## src/rtl/core/escp_pkg.sv

```systemverilog
`default_nettype none

package escp_pkg;

	// Widths fixed by the external interface.
	localparam int CHAR_W     = 8;
	localparam int CFG_W      = 24;
	localparam int LINE_OUT_W = 24;

	// Byte classes worked out by the front end.
	localparam logic [3:0] KIND_OTHER   = 4'd0;
	localparam logic [3:0] KIND_COLON   = 4'd1;
	localparam logic [3:0] KIND_LBRACE  = 4'd2;
	localparam logic [3:0] KIND_RBRACE  = 4'd3;
	localparam logic [3:0] KIND_LPAREN  = 4'd4;
	localparam logic [3:0] KIND_COMMA   = 4'd5;
	localparam logic [3:0] KIND_RPAREN  = 4'd6;
	localparam logic [3:0] KIND_SLASH   = 4'd7;
	localparam logic [3:0] KIND_STAR    = 4'd8;
	localparam logic [3:0] KIND_NEWLINE = 4'd9;

	// Character codes the parser cares about.
	localparam logic [7:0] CH_COLON   = 8'h3A;
	localparam logic [7:0] CH_LBRACE  = 8'h7B;
	localparam logic [7:0] CH_RBRACE  = 8'h7D;
	localparam logic [7:0] CH_LPAREN  = 8'h28;
	localparam logic [7:0] CH_COMMA   = 8'h2C;
	localparam logic [7:0] CH_RPAREN  = 8'h29;
	localparam logic [7:0] CH_SLASH   = 8'h2F;
	localparam logic [7:0] CH_STAR    = 8'h2A;
	localparam logic [7:0] CH_NEWLINE = 8'h0A;
	localparam logic [7:0] CH_SPACE   = 8'h20;
	localparam logic [7:0] CH_TAB     = 8'h09;
	localparam logic [7:0] CH_CR      = 8'h0D;
	localparam logic [7:0] CH_FF      = 8'h0C;
	localparam logic [7:0] CH_VT      = 8'h0B;

	// Field the parser is currently filling.
	localparam logic [2:0] F_KEYWORD = 3'd0;
	localparam logic [2:0] F_NAME    = 3'd1;
	localparam logic [2:0] F_ARGS    = 3'd2;
	localparam logic [2:0] F_AFTER   = 3'd3;
	localparam logic [2:0] F_BODY    = 3'd4;

	// Destination codes.
	localparam logic [2:0] DEST_NONE = 3'd0;
	localparam logic [2:0] DEST_BODY = 3'd4;

	// Marker codes.
	localparam logic [1:0] MARK_NONE = 2'd0;
	localparam logic [1:0] MARK_NAME = 2'd1;
	localparam logic [1:0] MARK_ARGS = 2'd2;
	localparam logic [1:0] MARK_BODY = 2'd3;

	// Error codes.
	localparam logic [3:0] ERR_NONE           = 4'd0;
	localparam logic [3:0] ERR_COLON_IN_ARGS  = 4'd1;
	localparam logic [3:0] ERR_BRACE_IN_ARGS  = 4'd2;
	localparam logic [3:0] ERR_STRAY_RBRACE   = 4'd3;
	localparam logic [3:0] ERR_PAREN_IN_ARGS  = 4'd4;
	localparam logic [3:0] ERR_STRAY_COMMA    = 4'd5;
	localparam logic [3:0] ERR_STRAY_RPAREN   = 4'd6;
	localparam logic [3:0] ERR_MISSING_COMMA  = 4'd7;
	localparam logic [3:0] ERR_MISSING_RBRACE = 4'd8;
	localparam logic [3:0] ERR_MISSING_RPAREN = 4'd9;
	localparam logic [3:0] ERR_TOO_DEEP       = 4'd10;

	// Queue between front end and back end.
	localparam int Q_DEPTH = 4;
	localparam int Q_AW    = 2;
	localparam int Q_CW    = 3;

	typedef struct packed {
		logic [CHAR_W-1:0] ch;
		logic [3:0]        kind;
		logic              spacer;
		logic              eot;
	} entry_t;

	typedef struct packed {
		logic [CHAR_W-1:0]     out_char;
		logic [2:0]            dest;
		logic                  start_argument;
		logic                  close_element;
		logic [1:0]            marker;
		logic [LINE_OUT_W-1:0] line;
		logic [3:0]            error;
		logic                  stream_done;
		logic                  last_of_item;
	} evt_t;

endpackage

`default_nettype wire

```

## src/rtl/core/escp_front.sv

```systemverilog
`default_nettype none

module escp_front (
	input  wire logic                        item_valid,
	output logic                             item_ready,
	input  wire logic [escp_pkg::CHAR_W-1:0] ch,
	input  wire logic                        end_of_text,
	output logic                             push_valid,
	input  wire logic                        push_ready,
	output escp_pkg::entry_t                 push_entry
);
	import escp_pkg::*;

	logic [3:0] kind;
	logic       spacer;

	// Sort the byte into the classes that the parser branches on.
	always_comb begin
		case (ch)
			CH_COLON:   kind = KIND_COLON;
			CH_LBRACE:  kind = KIND_LBRACE;
			CH_RBRACE:  kind = KIND_RBRACE;
			CH_LPAREN:  kind = KIND_LPAREN;
			CH_COMMA:   kind = KIND_COMMA;
			CH_RPAREN:  kind = KIND_RPAREN;
			CH_SLASH:   kind = KIND_SLASH;
			CH_STAR:    kind = KIND_STAR;
			CH_NEWLINE: kind = KIND_NEWLINE;
			default:    kind = KIND_OTHER;
		endcase
	end

	assign spacer = (ch == CH_SPACE) || (ch == CH_TAB) || (ch == CH_CR) ||
		(ch == CH_NEWLINE) || (ch == CH_FF) || (ch == CH_VT);

	assign push_valid        = item_valid;
	assign item_ready        = push_ready;
	assign push_entry.ch     = ch;
	assign push_entry.kind   = kind;
	assign push_entry.spacer = spacer;
	assign push_entry.eot    = end_of_text;

endmodule

`default_nettype wire

```

## src/rtl/core/escp_queue.sv

```systemverilog
`default_nettype none

module escp_queue (
	input  wire logic              clk,
	input  wire logic              arst_n,
	input  wire logic              push_valid,
	output logic                   push_ready,
	input  wire escp_pkg::entry_t  push_entry,
	output logic                   head_valid,
	output escp_pkg::entry_t       head,
	input  wire logic              pop
);
	import escp_pkg::*;

	entry_t            slots_q [Q_DEPTH];
	logic [Q_AW-1:0]   wptr_q;
	logic [Q_AW-1:0]   rptr_q;
	logic [Q_CW-1:0]   count_q;
	logic              do_push;

	assign push_ready = (count_q != Q_CW'(Q_DEPTH));
	assign head_valid = (count_q != '0);
	assign head       = slots_q[rptr_q];
	assign do_push    = push_valid && push_ready;

	always_ff @(posedge clk or negedge arst_n) begin
		if (!arst_n) begin
			wptr_q  <= '0;
			rptr_q  <= '0;
			count_q <= '0;
		end else begin
			if (do_push) begin
				wptr_q <= wptr_q + 1'b1;
			end
			if (pop) begin
				rptr_q <= rptr_q + 1'b1;
			end
			if (do_push && !pop) begin
				count_q <= count_q + 1'b1;
			end else if (pop && !do_push) begin
				count_q <= count_q - 1'b1;
			end
		end
	end

	always_ff @(posedge clk) begin
		if (do_push) begin
			slots_q[wptr_q] <= push_entry;
		end
	end

endmodule

`default_nettype wire

```

## src/rtl/core/escp_back.sv

```systemverilog
`default_nettype none

module escp_back #(
	parameter int MAX_NEST  = 255,
	parameter int LINE_BITS = 24
) (
	input  wire logic                       clk,
	input  wire logic                       arst_n,
	input  wire logic                       head_valid,
	input  wire escp_pkg::entry_t           head,
	output logic                            pop,
	input  wire logic                       cfg_write,
	input  wire logic [escp_pkg::CFG_W-1:0] cfg_data,
	output logic                            result_valid,
	input  wire logic                       result_ready,
	output escp_pkg::evt_t                  result
);
	import escp_pkg::*;

	localparam int DW    = $clog2(MAX_NEST + 1);
	localparam int CMP_W = (LINE_BITS > CFG_W) ? LINE_BITS : CFG_W;
	localparam logic [LINE_BITS-1:0] LINE_TOP = '1;

	// Step of the current byte.
	localparam logic [1:0] PH_FIRST  = 2'd0;
	localparam logic [1:0] PH_SECOND = 2'd1;
	localparam logic [1:0] PH_EOT    = 2'd2;

	typedef struct packed {
		logic [DW-1:0]        depth;
		logic [2:0]           field;
		logic                 blk;
		logic                 lc;
		logic                 star;
		logic                 slash;
		logic                 bef;
		logic                 aft;
		logic                 has;
		logic                 argo;
		logic                 started;
		logic [LINE_BITS-1:0] line;
		logic [3:0]           err;
	} pstate_t;

	function automatic logic [LINE_BITS-1:0] clamp_line(input logic [CFG_W-1:0] v);
		logic [CMP_W-1:0] wide;
		wide = CMP_W'(v);
		if (wide > CMP_W'(LINE_TOP)) begin
			clamp_line = LINE_TOP;
		end else begin
			clamp_line = LINE_BITS'(v);
		end
	endfunction

	function automatic pstate_t init_state(input logic [LINE_BITS-1:0] l);
		pstate_t s;
		s         = '0;
		s.field   = F_KEYWORD;
		s.bef     = 1'b1;
		s.line    = l;
		return s;
	endfunction

	pstate_t          st_q;
	logic [CFG_W-1:0] fln_q;
	logic [1:0]       phase_q;
	logic             out_valid_q;
	evt_t             out_q;

	// Byte fed to the step unit: the held slash first, otherwise the queue head.
	logic [CHAR_W-1:0] pc_char;
	logic [3:0]        pc_kind;
	logic              pc_sp;

	always_comb begin
		if (phase_q == PH_FIRST && st_q.slash) begin
			pc_char = CH_SLASH;
			pc_kind = KIND_SLASH;
			pc_sp   = 1'b0;
		end else begin
			pc_char = head.ch;
			pc_kind = head.kind;
			pc_sp   = head.spacer;
		end
	end

	// Step unit: one byte through the parser, giving one event and the next state.
	pstate_t    pn;
	evt_t       pe;
	logic       do_mv;
	logic [2:0] mv_to;
	logic       do_app;
	logic       mark;
	logic [DW-1:0] dnext;

	always_comb begin
		pn     = st_q;
		pe     = '0;
		pe.line  = LINE_OUT_W'(st_q.line);
		pe.error = st_q.err;
		do_mv  = 1'b0;
		mv_to  = F_KEYWORD;
		do_app = 1'b0;
		mark   = 1'b0;
		dnext  = st_q.depth;
		if (st_q.err == ERR_NONE) begin
			if (pc_kind == KIND_NEWLINE && st_q.line != LINE_TOP) begin
				pn.line = st_q.line + 1'b1;
			end
			pe.line = LINE_OUT_W'(pn.line);
			if (st_q.depth != '0) begin
				if (pc_kind == KIND_LBRACE && st_q.depth >= DW'(MAX_NEST)) begin
					pn.err   = ERR_TOO_DEEP;
					pe.error = ERR_TOO_DEEP;
				end else begin
					if (pc_kind == KIND_LBRACE) begin
						dnext = st_q.depth + 1'b1;
					end else if (pc_kind == KIND_RBRACE) begin
						dnext = st_q.depth - 1'b1;
					end
					pn.depth = dnext;
					if (st_q.field == F_BODY && dnext != '0) begin
						do_app = 1'b1;
					end
					if (dnext == '0) begin
						do_mv = 1'b1;
						mv_to = F_KEYWORD;
						mark  = 1'b1;
					end
				end
			end else if (st_q.blk) begin
				if (st_q.star && pc_kind == KIND_SLASH) begin
					pn.blk  = 1'b0;
					pn.star = 1'b0;
				end else begin
					pn.star = (pc_kind == KIND_STAR);
				end
			end else if (st_q.lc) begin
				if (pc_kind == KIND_NEWLINE) begin
					pn.lc = 1'b0;
				end
			end else if (pc_kind == KIND_COLON) begin
				if (st_q.field == F_ARGS) begin
					pn.err   = ERR_COLON_IN_ARGS;
					pe.error = ERR_COLON_IN_ARGS;
				end else begin
					do_mv     = 1'b1;
					mv_to     = F_NAME;
					pe.marker = MARK_NAME;
					mark      = 1'b1;
				end
			end else if (pc_kind == KIND_LBRACE) begin
				if (st_q.field == F_ARGS) begin
					pn.err   = ERR_BRACE_IN_ARGS;
					pe.error = ERR_BRACE_IN_ARGS;
				end else begin
					do_mv     = 1'b1;
					mv_to     = F_BODY;
					pe.marker = MARK_BODY;
					mark      = 1'b1;
					pn.depth  = DW'(1);
				end
			end else if (pc_kind == KIND_RBRACE) begin
				pn.err   = ERR_STRAY_RBRACE;
				pe.error = ERR_STRAY_RBRACE;
			end else if (pc_kind == KIND_LPAREN) begin
				if (st_q.field == F_ARGS) begin
					pn.err   = ERR_PAREN_IN_ARGS;
					pe.error = ERR_PAREN_IN_ARGS;
				end else begin
					do_mv     = 1'b1;
					mv_to     = F_ARGS;
					pe.marker = MARK_ARGS;
					mark      = 1'b1;
				end
			end else if (pc_kind == KIND_COMMA) begin
				if (st_q.field != F_ARGS) begin
					pn.err   = ERR_STRAY_COMMA;
					pe.error = ERR_STRAY_COMMA;
				end else begin
					pe.start_argument = 1'b1;
					pn.argo = 1'b1;
					pn.has  = 1'b1;
					mark    = 1'b1;
				end
			end else if (pc_kind == KIND_RPAREN) begin
				if (st_q.field != F_ARGS) begin
					pn.err   = ERR_STRAY_RPAREN;
					pe.error = ERR_STRAY_RPAREN;
				end else begin
					pn.field = F_AFTER;
					mark     = 1'b1;
				end
			end else if (!pc_sp && !st_q.aft) begin
				if (st_q.field == F_AFTER) begin
					do_mv = 1'b1;
					mv_to = F_KEYWORD;
				end
				do_app = 1'b1;
				pn.bef = 1'b0;
			end else if (pc_sp && !st_q.aft && !st_q.bef) begin
				pn.aft = 1'b1;
			end else if (!pc_sp && st_q.aft) begin
				if (st_q.field == F_ARGS) begin
					pn.err   = ERR_MISSING_COMMA;
					pe.error = ERR_MISSING_COMMA;
				end else begin
					do_mv  = 1'b1;
					mv_to  = F_KEYWORD;
					do_app = 1'b1;
					pn.aft = 1'b0;
				end
			end
			// Moving to an earlier or the same field completes a non-empty element.
			if (do_mv) begin
				if (mv_to <= pn.field && pn.has) begin
					pe.close_element = 1'b1;
					pn.has  = 1'b0;
					pn.argo = 1'b0;
				end
				pn.field = mv_to;
			end
			if (do_app) begin
				pe.out_char = pc_char;
				pe.dest = (pn.field == F_BODY) ? DEST_BODY : pn.field + 3'd1;
				if (pn.field == F_ARGS && !pn.argo) begin
					pe.start_argument = 1'b1;
					pn.argo = 1'b1;
				end
				pn.has = 1'b1;
			end
			if (mark) begin
				pn.aft = 1'b0;
				pn.bef = 1'b1;
			end
		end
	end

	// Sequencer: picks what this cycle emits and how far the current byte has got.
	logic    step;
	logic    emit;
	logic    last;
	logic    done;
	evt_t    ce;
	evt_t    ev;
	pstate_t nst;
	logic [1:0] nphase;

	assign step = head_valid && (!out_valid_q || result_ready);

	always_comb begin
		ce       = '0;
		ce.line  = LINE_OUT_W'(st_q.line);
		ce.error = st_q.err;
		nst      = st_q;
		nst.started = 1'b1;
		ev       = ce;
		emit     = 1'b0;
		pop      = 1'b0;
		last     = 1'b0;
		done     = 1'b0;
		nphase   = phase_q;
		case (phase_q)
			PH_EOT: begin
				if (st_q.err == ERR_NONE) begin
					if (st_q.depth != '0) begin
						ev.error = ERR_MISSING_RBRACE;
					end else if (st_q.field == F_ARGS) begin
						ev.error = ERR_MISSING_RPAREN;
					end else if (st_q.has) begin
						ev.close_element = 1'b1;
					end
				end
				emit   = 1'b1;
				done   = 1'b1;
				last   = 1'b1;
				pop    = 1'b1;
				nst    = init_state(clamp_line(fln_q));
				nphase = PH_FIRST;
			end
			PH_SECOND: begin
				ev   = pe;
				nst  = pn;
				nst.started = 1'b1;
				emit = 1'b1;
				if (head.eot) begin
					nphase = PH_EOT;
				end else begin
					pop    = 1'b1;
					last   = 1'b1;
					nphase = PH_FIRST;
				end
			end
			default: begin
				if (st_q.slash) begin
					if (head.kind == KIND_STAR || head.kind == KIND_SLASH) begin
						// The held slash opens a comment.
						emit      = 1'b1;
						nst.slash = 1'b0;
						if (head.kind == KIND_STAR) begin
							nst.blk  = 1'b1;
							nst.star = 1'b0;
						end else begin
							nst.lc = 1'b1;
						end
						if (head.eot) begin
							nphase = PH_EOT;
						end else begin
							pop  = 1'b1;
							last = 1'b1;
						end
					end else begin
						// The held slash was an ordinary byte; this byte follows in the second phase.
						ev        = pe;
						nst       = pn;
						nst.started = 1'b1;
						nst.slash = 1'b0;
						emit      = 1'b1;
						nphase    = PH_SECOND;
					end
				end else if (head.kind == KIND_SLASH && !head.eot && st_q.err == ERR_NONE &&
						st_q.depth == '0 && !st_q.blk && !st_q.lc) begin
					nst.slash = 1'b1;
					pop       = 1'b1;
				end else begin
					ev   = pe;
					nst  = pn;
					nst.started = 1'b1;
					emit = 1'b1;
					if (head.eot) begin
						nphase = PH_EOT;
					end else begin
						pop  = 1'b1;
						last = 1'b1;
					end
				end
			end
		endcase
		ev.stream_done  = done;
		ev.last_of_item = last;
		if (!step) begin
			pop = 1'b0;
		end
	end

	always_ff @(posedge clk or negedge arst_n) begin
		if (!arst_n) begin
			st_q        <= init_state(clamp_line(CFG_W'(1)));
			fln_q       <= CFG_W'(1);
			phase_q     <= PH_FIRST;
			out_valid_q <= 1'b0;
		end else begin
			// The user must write the register only while no byte is being worked on; the block does not enforce it.
			if (step) begin
				st_q    <= nst;
				phase_q <= nphase;
			end else if (cfg_write && !st_q.started) begin
				st_q.line <= clamp_line(cfg_data);
			end
			if (step && emit) begin
				out_valid_q <= 1'b1;
			end else if (result_ready) begin
				out_valid_q <= 1'b0;
			end
			if (cfg_write) begin
				fln_q <= cfg_data;
			end
		end
	end

	always_ff @(posedge clk) begin
		if (step && emit) begin
			out_q <= ev;
		end
	end

	assign result_valid = out_valid_q;
	assign result       = out_q;

endmodule

`default_nettype wire

```

## src/rtl/core/element_script_char_parser_unit.sv

```systemverilog
`default_nettype none

// Streaming parser for script text of the form keyword:name(arg, arg){body}. One byte of
// text is taken per item on the input channel, and each byte turns into events on the
// result channel: append a byte to a field, open an argument, complete an element, set a
// field marker, or report an error. Errors are sticky until the end of the text, after
// which the parser returns to its start state, ready for a new stream; the line number
// register (cfg_data, written on the configuration channel while the block is idle)
// gives the line of the first byte of each stream and also reloads the counter if the
// current stream has not begun. The block takes one byte per cycle in steady state, when
// the result channel does not stall and no byte yields extra events. A byte normally
// yields one event; a held '/' that turns out not to open a comment yields two events
// with the following byte, and the last byte of a text yields one further event carrying
// stream_done. Events are produced one per cycle, while the result channel does not
// stall, by the single step unit in the back end. A held '/' is taken by the step unit on
// its own without giving an event. A four-entry queue between the byte classifier and
// the step unit absorbs the extra work, and the result register holds each event until
// it is taken; the step unit waits while the register is full and not being taken. An
// accepted byte is written into the queue and its first event then goes into the result
// register.
module element_script_char_parser_unit #(
	parameter int MAX_NEST  = 255,
	parameter int LINE_BITS = 24
) (
	input  wire logic                            clk,
	input  wire logic                            arst_n,
	// Byte channel.
	input  wire logic                            item_valid,
	output logic                                 item_ready,
	input  wire logic [escp_pkg::CHAR_W-1:0]     ch,
	input  wire logic                            end_of_text,
	// Event channel.
	output logic                                 result_valid,
	input  wire logic                            result_ready,
	output logic [escp_pkg::CHAR_W-1:0]          out_char,
	output logic [2:0]                           dest,
	output logic                                 start_argument,
	output logic                                 close_element,
	output logic [1:0]                           marker,
	output logic [escp_pkg::LINE_OUT_W-1:0]      line,
	output logic [3:0]                           error,
	output logic                                 stream_done,
	output logic                                 last_of_item,
	// Configuration channel: first line number.
	input  wire logic                            cfg_valid,
	output logic                                 cfg_ready,
	input  wire logic [escp_pkg::CFG_W-1:0]      cfg_data
);
	import escp_pkg::*;

	logic   push_valid;
	logic   push_ready;
	entry_t push_entry;
	logic   head_valid;
	entry_t head;
	logic   pop;
	evt_t   result;

	// The register write is always taken at once.
	assign cfg_ready = 1'b1;

	// Front end: classifies each byte and pushes it into the queue.
	escp_front u_front (
		.item_valid (item_valid),
		.item_ready (item_ready),
		.ch         (ch),
		.end_of_text(end_of_text),
		.push_valid (push_valid),
		.push_ready (push_ready),
		.push_entry (push_entry)
	);

	// Short queue so that a byte with several events does not stall the input side.
	escp_queue u_queue (
		.clk       (clk),
		.arst_n    (arst_n),
		.push_valid(push_valid),
		.push_ready(push_ready),
		.push_entry(push_entry),
		.head_valid(head_valid),
		.head      (head),
		.pop       (pop)
	);

	// Back end: parser state, comment handling, end-of-text checks and the result register.
	escp_back #(
		.MAX_NEST (MAX_NEST),
		.LINE_BITS(LINE_BITS)
	) u_back (
		.clk         (clk),
		.arst_n      (arst_n),
		.head_valid  (head_valid),
		.head        (head),
		.pop         (pop),
		.cfg_write   (cfg_valid && cfg_ready),
		.cfg_data    (cfg_data),
		.result_valid(result_valid),
		.result_ready(result_ready),
		.result      (result)
	);

	assign out_char       = result.out_char;
	assign dest           = result.dest;
	assign start_argument = result.start_argument;
	assign close_element  = result.close_element;
	assign marker         = result.marker;
	assign line           = result.line;
	assign error          = result.error;
	assign stream_done    = result.stream_done;
	assign last_of_item   = result.last_of_item;

endmodule

`default_nettype wire

```

## config.mk

```make
export PLATFORM = sky130hd
export DESIGN_NAME = element_script_char_parser_unit
export DESIGN_NICKNAME = d
export VERILOG_FILES = /design/src/rtl/core/escp_pkg.sv /design/src/rtl/core/escp_front.sv /design/src/rtl/core/escp_queue.sv /design/src/rtl/core/escp_back.sv /design/src/rtl/core/element_script_char_parser_unit.sv
export SDC_FILE = /design/constraint.sdc
export NUM_CORES = 1
export LEC_CHECK = 0
export ABC_AREA = 1
export BUFFER_PORTS_ARGS = -buffer_cell sky130_fd_sc_hd__buf_2
export CAP_MARGIN = 5
export CORE_MARGIN = 3
export CORE_UTILIZATION = 38
export CTS_BUF_LIST = sky130_fd_sc_hd__clkbuf_4
export DETAILED_ROUTE_END_ITERATION = 8
export PLACE_DENSITY = 0.59
export SETUP_SLACK_MARGIN = 0.05
export SYNTH_ARGS = -nofsm -noshare
export SYNTH_HDL_FRONTEND = slang
export SYNTH_SLANG_ARGS = --single-unit
```

## constraint.sdc

```tcl
create_clock -name clk -period 8.2 [get_ports clk]
set_clock_uncertainty 0.15 [all_clocks]
set_input_delay 0.41 -clock clk [delete_from_list [all_inputs] [get_ports clk]]
set_output_delay 0.41 -clock clk [all_outputs]
set_load 0.005 [all_outputs]
```

---- Word level (Yosys, flattened, before mapping) ----
Memories as Yosys holds them, arrays and structs flattened.
Index checks and enable logic that the tools add are counted.
cells by class
  multipliers ............................. 0
  $lt $le $gt $ge ......................... 4
  reductions and logical operators ........ 57
  add/subtract/negate cells ............... 8
  shift operators ......................... 0
  muxes and demuxes ....................... 209
  bitwise gates (word level) .............. 1
  div/mod/pow operators ................... 0
  equal/unequal tests ..................... 41
operators by type and width
  kind                                                 number
  two-way mux 45 bit                                   3
  two-way mux 4 bit                                    33
  two-way mux 24 bit                                   5
  one-hot mux 48 bit (2 select lines)                  1
  two-way mux 1 bit                                    91
  two-way mux 8 bit                                    10
  two-way mux 33 bit                                   2
  two-way mux 3 bit                                    19
  equality test 8 x 6 -> 1 bit, second input constant  7
  one-hot mux 26 bit (2 select lines)                  1
  two-way mux 2 bit                                    25
  > comparator 24 bit, second input constant           2
  two-way mux 48 bit                                   1
  two-way mux 11 bit                                   4
  two-way mux 43 bit                                   1
  equality test 8 x 4 -> 1 bit, second input constant  5
  one-hot mux 4 bit (9 select lines)                   1
  two-way mux 14 bit                                   2
  two-way mux 28 bit                                   1
  adder 24 x 1 -> 24 bit, second input constant        1
  inequality test 24 bit, second input constant        1
  one-hot mux 12 bit (2 select lines)                  1
  logical AND 1 bit                                    22
  equality test 4 x 3 -> 1 bit, second input constant  5
  other kinds (38)                                     76
storage, ports and cells
  bits in latches ......................... 0
  output and inout port bits .............. 48
  RAM bits ................................ 56
  bits in registers ....................... 127
  bits in read-only memories .............. 0
  memories ................................ 1
memory list
  memory           words  width  read ports  clocked after memory_dff  write ports  line              source
  u_queue.slots_q  4      14     1           0                         1            escp_queue.sv:15  entry_t slots_q [Q_DEPTH];

---- Depth between registers and ports, before layout ----
  depth after elaboration ................. 31
  mapped depth ............................ 24
  depth with buffers taken out ............ 23

---- Modules after synthesis ----
Synthesis repeated with hierarchy kept, for this count alone.
second synthesis, totals
  cells, all modules ...................... 1234
  area total of the unflattened synthesis .. 10528.8 µm²
modules (own cells, without submodules)
  module                           instances  sequential area each (µm²)  cells each  area each (µm²)
  escp_back                        1          3231.8                      953         7434.6
  escp_queue                       1          1856.8                      215         2757.6
  escp_front                       1          0.0                         64          325.3
  element_script_char_parser_unit  1          0.0                         2           11.3

---- Least setup slack after synthesis ----
No wires, ideal clock.
  path type ............................... register -> register
  start point ............................. reg u_queue.count_q[0]
  end point ............................... reg u_back.st_q[34] (netlist name)
  slack ................................... 3768 ps
  cell stages (with the launch flop) ...... 10
  clock period less this slack ............ 4432 ps
  data arrival time ....................... 4200 ps
  data required time ...................... 7968 ps
  path through ............................ dfrtp_1 > inv_1 > a31oi_2 > clkbuf_1 > inv_2 > a21oi_1 > inv_1 > nor2_1 > nand2_1 > o22ai_1
between the ends
  word-level cells in the longest chain between the ends .. 3
RTL lines
  element                               line              source
  start: declaration                    escp_queue.sv:18  logic [Q_CW-1:0] count_q;
  start signal: assignment              escp_queue.sv:39  count_q <= count_q + 1'b1;
  start signal: assignment              escp_queue.sv:41  count_q <= count_q - 1'b1;
  nonzero test 3 bit                    escp_queue.sv:22  assign head_valid = (count_q != '0);
  logical AND 1 bit                     escp_back.sv:249  assign step = head_valid && (!out_valid_q || result_ready);
  AND reduction 3 bit (no source line)  n/a
  end signal: assignment                escp_back.sv:348  st_q <= init_state(clamp_line(CFG_W'(1)));
  end signal: assignment                escp_back.sv:355  st_q <= nst;
  end: declaration                      escp_back.sv:64   pstate_t st_q;
No other way between the ends.
A chain may end at the register's enable or synchronous reset.

---- Worst setup path after layout ----
  start point ............................. reg u_back.st_q, in the netlist u_back.ce[2]
  end point ............................... reg u_back.st_q, in the netlist u_back.ce[24]
between the ends
  word-level cells in the longest chain between the ends .. 7
  elaborated cells between the ends (all ways) .. 13
  those cells by class .................... eq/ne: 1; mux: 6; reduce/logical: 6
RTL lines
  element                                          line                                source
  zero test 4 bit (*)                              escp_back.sv:106, escp_back.sv:321
  logical AND 1 bit (2 in series)                  escp_back.sv:321                    end else if (head.kind == KIND_SLASH && !head.eot && st_q.err == ERR_NONE &&
  logical AND 1 bit (2 in series)                  escp_back.sv:322                    st_q.depth == '0 && !st_q.blk && !st_q.lc) begin
  inequality test 5 x 4 -> 1 bit (no source line)  n/a
  AND reduction 3 bit (no source line)             n/a
Every way passes the cells marked *; elsewhere a longest branch is shown, timed or not. The select of a mux whose other input is x is not followed.

==> results.md <==
Run status:
- The flow ran to the end, and the final reports show no timing, DRC or antenna violations.

Power and ir drop:
- The cell area power density is 352 mW/mm^2.
- The part of the power in combinational logic is 51.4%.
- The fraction of power spent switching nets is 48.5%.
- Of the total power, the clock network draws 11.8%.
- For this design the total switching power over the nets is 0.00200 W.
- The internal cell power is 0.00213 W.
- Summed over all cells, the static leakage comes to 5.19 nW.
- The sequential power share is 36.8%.
- The highest ir drop seen on vdd is 0.157 mV.
- Power comes to 0.00413 W.

Clock network:
- At the later pin of the worst-skew pair, clock insertion delay measures 590 ps.
- The clock tree root buffer cell is clkbuf_4.
- Counting the buffers created by CTS gives 17.
- The post-cts sizing count is 0.
- The clock passes through at most 2 buffers.
- After clock tree synthesis, the clock-pin slew on the worst setup and hold paths is 190 ps.
- The TritonCTS clock tree is done.
- The clock net in this run drives a total of 183 sinks.
- Buffers added to address setup during post-CTS repair amount to 0.
- The level count of the clock H-tree is 4.

Die:
- The die outline area is 0.0294 mm^2.
- The initial standard-cell utilization of the core is 39.3%.
- The chip height is 172 um.
- Row generation in the floorplan step produced 59 rows.
- The chip width is 172 um.
- The region available for standard cell placement spans 0.0265 mm^2.
- 86 I/O pins were placed.

STA:
- The slew at the pin closest to its max-slew limit is 943 ps.
- Setup repair after global routing left no endpoint under its margin.
- Counting I/O delays and the setup requirement, the final critical path takes 4520 ps.
- The setup violation total in the final timing report is 0.
- The number of hold violations in the final report is 0.
- The final worst-path cycle share is 55.2%.
- The max-slew headroom at the worst pin is 37.1%.
- The aggregate negative setup slack is 0 ps.
- Derived from the worst setup path, the maximum achievable clock frequency is 221 MHz.
- The number of pins with negative max-slew slack in the final report is 0.
- The final worst hold slack is 61.7 ps.

Finish:
- The total area of sequential cells is 0.00509 mm^2.
- For this run, the post-layout net count is 1364.
- From synthesis to final layout, the design area changed by 12.7%.
- The finished layout holds 1657 standard cells, fillers aside.
- The layout cell share with drive strength beyond 1 is 16.7%.
- The layout has 2612 filler cells.
- The core utilization of the finished layout is 44.3%.
- In the final layout, the multi-input gates occupy 0.00456 mm^2.

GRT:
- The number of antenna violations at the first check in global routing is 2.
- The total overflow left after global routing is 0.
- The largest net degree at the start of global routing is 65.
- The total routing resource utilization after global routing is 19.0%.
- The first global-routing pass estimated 44300 um of wire.
- The via count of the first global-routing pass is 8196.

Routing:
- The mean routed wirelength per cell is 16.5 um.
- The routed layout has 8530 vias.
- Once detail routing completed, the nets flagged for antenna violations numbered 0.
- In the routed layout, each cell is associated on average with a via count of 5.15.
- The first detailed-routing pass ran for 7 iterations.
- For this block, the routed nets add up to 27400 um of wire.
- The DRC violations left is 0.
- The detailed router finished its first iteration with 739 violations.

Critical path:
- STA classifies the critical path endpoint as a flip-flop.
- The arrival time of data at the critical path endpoint is 4800 ps.
- In this run the worst path has a maximum fanout of 34.
- The critical path is of the flip-flop to flip-flop type.
- Walking the worst path, the cells encountered are inv_1 -> nand4_1 -> inv_1 -> nand2_2 -> nor2_2 -> nand3b_1 -> nand2_2 -> nand2_4 -> nand2_8 -> inv_4 -> a21oi_4 -> inv_2 -> o21ai_0 -> a21o_1 -> o21ai_1.
- Data on the critical path is required at its endpoint by 8480 ps.
- The sort of element at the start of the critical path is a flip-flop.
- The worst register-to-register path has a setup slack of 3680 ps.
- The cell class contributing the biggest share of worst-path delay is buffers and inverters.
- The buffering stage count on the worst path with inverters included is 4.
- For this run, the slowest stage of the critical path takes 810 ps.
- The highest-delay cell along the critical path is inv_1.

Synthesis:
- The most used flip-flop cell after synthesis is edfxtp_1.
- In the synthesized netlist the async set-or-reset flop fraction comes to 44.8%.
- A synthesized cell averages 8.66 um^2.
- The number of distinct library cells after synthesis is 63.
- The number of enable-type register cells in the synthesized netlist is 101.
- The area of the mapped netlist is 0.0104 mm^2.
- The Yosys step of the flow raised 0 warnings.
- The number of nets handed over by synthesis was 1260.
- The synthesized design contains 183 register bits.
- The sequential share of the synthesized area is 48.9%.
- The number of standard cells after synthesis is 1203.

Place:
- Buffers placed on the I/O ports in this run total 84.
- The global placer's final weighted congestion is 0.972.
- The estimated wirelength of the detail-placed design is 19600 um.
- The count of placed standard cells including taps is 1588.

Hold path:
- In this run the worst hold path is classified as input port to async pin.

Job:
- The number of max-capacitance violations reported is 0.
## placed cells by master, fill, tap and decap left out, drive strengths merged, types with 2 or more instances in the layout
master | netlist | layout
a211oi | 4 | 4
a21o | 3 | 3
a21oi | 45 | 45
a22oi | 3 | 3
a31oi | 3 | 3
a32o | 2 | 2
a32oi | 2 | 2
buf | 17 | 92
clkbuf | 25 | 17
clkinv | 3 | 10
dfrtp | 79 | 79
dfstp | 3 | 3
diode | 0 | 2
dlygate4sd3 | 0 | 35
edfxtp | 101 | 101
ha | 18 | 18
inv | 146 | 153
mux2 | 7 | 7
nand2 | 287 | 287
nand3 | 70 | 70
nand3b | 3 | 3
nand4 | 18 | 18
nor2 | 131 | 131
nor3 | 19 | 19
nor4 | 6 | 6
o2111ai | 6 | 6
o211ai | 34 | 34
o21ai | 117 | 117
o22ai | 11 | 11
o31ai | 2 | 2
xor2 | 27 | 27
## synth_stat cells, drive strengths merged (17+ instances only)
cell    count  share of area, %
a21oi      45               2.3
buf        17               1.2
clkbuf     25              0.90
dfrtp      79                19
edfxtp    101                29
ha         18               2.2
inv       146               5.3
nand2     287                11
nand3      70               3.8
nand4      18               1.1
nor2      131               5.6
nor3       19              0.96
o211ai     34               2.8
o21ai     117               6.1
xor2       27               2.3
## power groups by stage
stage	clock, W	combinational, W	sequential [W]
floorplan	0	0.00158	0.00148
global placement	0	0.00210	0.00154
detailed placement	0	0.00211	0.00154
CTS	0.000505	0.00213	0.00152
global route	0.000549	0.00240	0.00156
finish	0.000488	0.00212	0.00152
## flip-flops by register name, summed over array words and instances (netlist names)
| name | cells |
|---|---|
| u_back.ce | 28 |
| u_back.fln_q | 24 |
| u_back.phase_q | 2 |
| u_back.pn | 2 |
| u_back.result | 45 |
| u_back.result_valid | 1 |
| u_back.st_q | 18 |
| u_queue.count_q | 3 |
| u_queue.rptr_q | 2 |
| u_queue.slots_q | 56 |
| u_queue.wptr_q | 2 |
## per-layer routing
layer  track usage, %  vias up  share of wire, %
li1                 -     4246                 -
met1             27.4     3987                46
met2             29.8      264                46
met3             3.56       33               6.3
met4             4.69        0               1.5
met5                0        -                 0
## worst paths after layout
path | from | to | cells after the start
worst max-delay path | u_back.ce[2] | u_back.ce[24] | 15
worst min-delay path | arst_n | u_back.st_q[45] | 2
worst max register to register | u_back.ce[2] | u_back.ce[24] | 15
worst min register to register | u_back.fln_q[0] | u_back.fln_q[0] | 2
max in group asynchronous | arst_n | u_queue.wptr_q[0] | 3
min in group clk | item_valid | u_queue.wptr_q[0] | 3
## cell families after synthesis
logic type      share of synthesized area (%)
flops                                    48.9
simple gates                             23.6
buf+inv                                  7.54
compound gates                           14.4
other cells                            0.0360
xor+xnor                                 2.35
fa+ha+maj                                2.35
mux                                     0.853
## repair_timing
action	in CTS	in global routing
hold buffers	35	0
endpoints found under the setup margin	0	0
endpoints found under the hold margin	90	0
## per-stage QoR
step	setup slack [ps]	area, um^2
2_1_floorplan	3770	10400
3_3_place_gp	3950	11100
3_5_place_dp	3820	11100
4_1_cts	3730	11700
5_1_grt	3380	11700
6_report	3680	11700
## final cells by class
type | instances | area share, %
flip-flops and latches | 183 | 43.4
multi-input cells | 829 | 38.9
repair buffers | 127 | 7.10
inverters | 149 | 4.80
well taps | 335 | 3.57
clock inverters | 15 | 1.15
clock buffers | 17 | 1.09
diodes | 2 | 0.0426
Note: power is estimated with default switching activity, not from simulation.
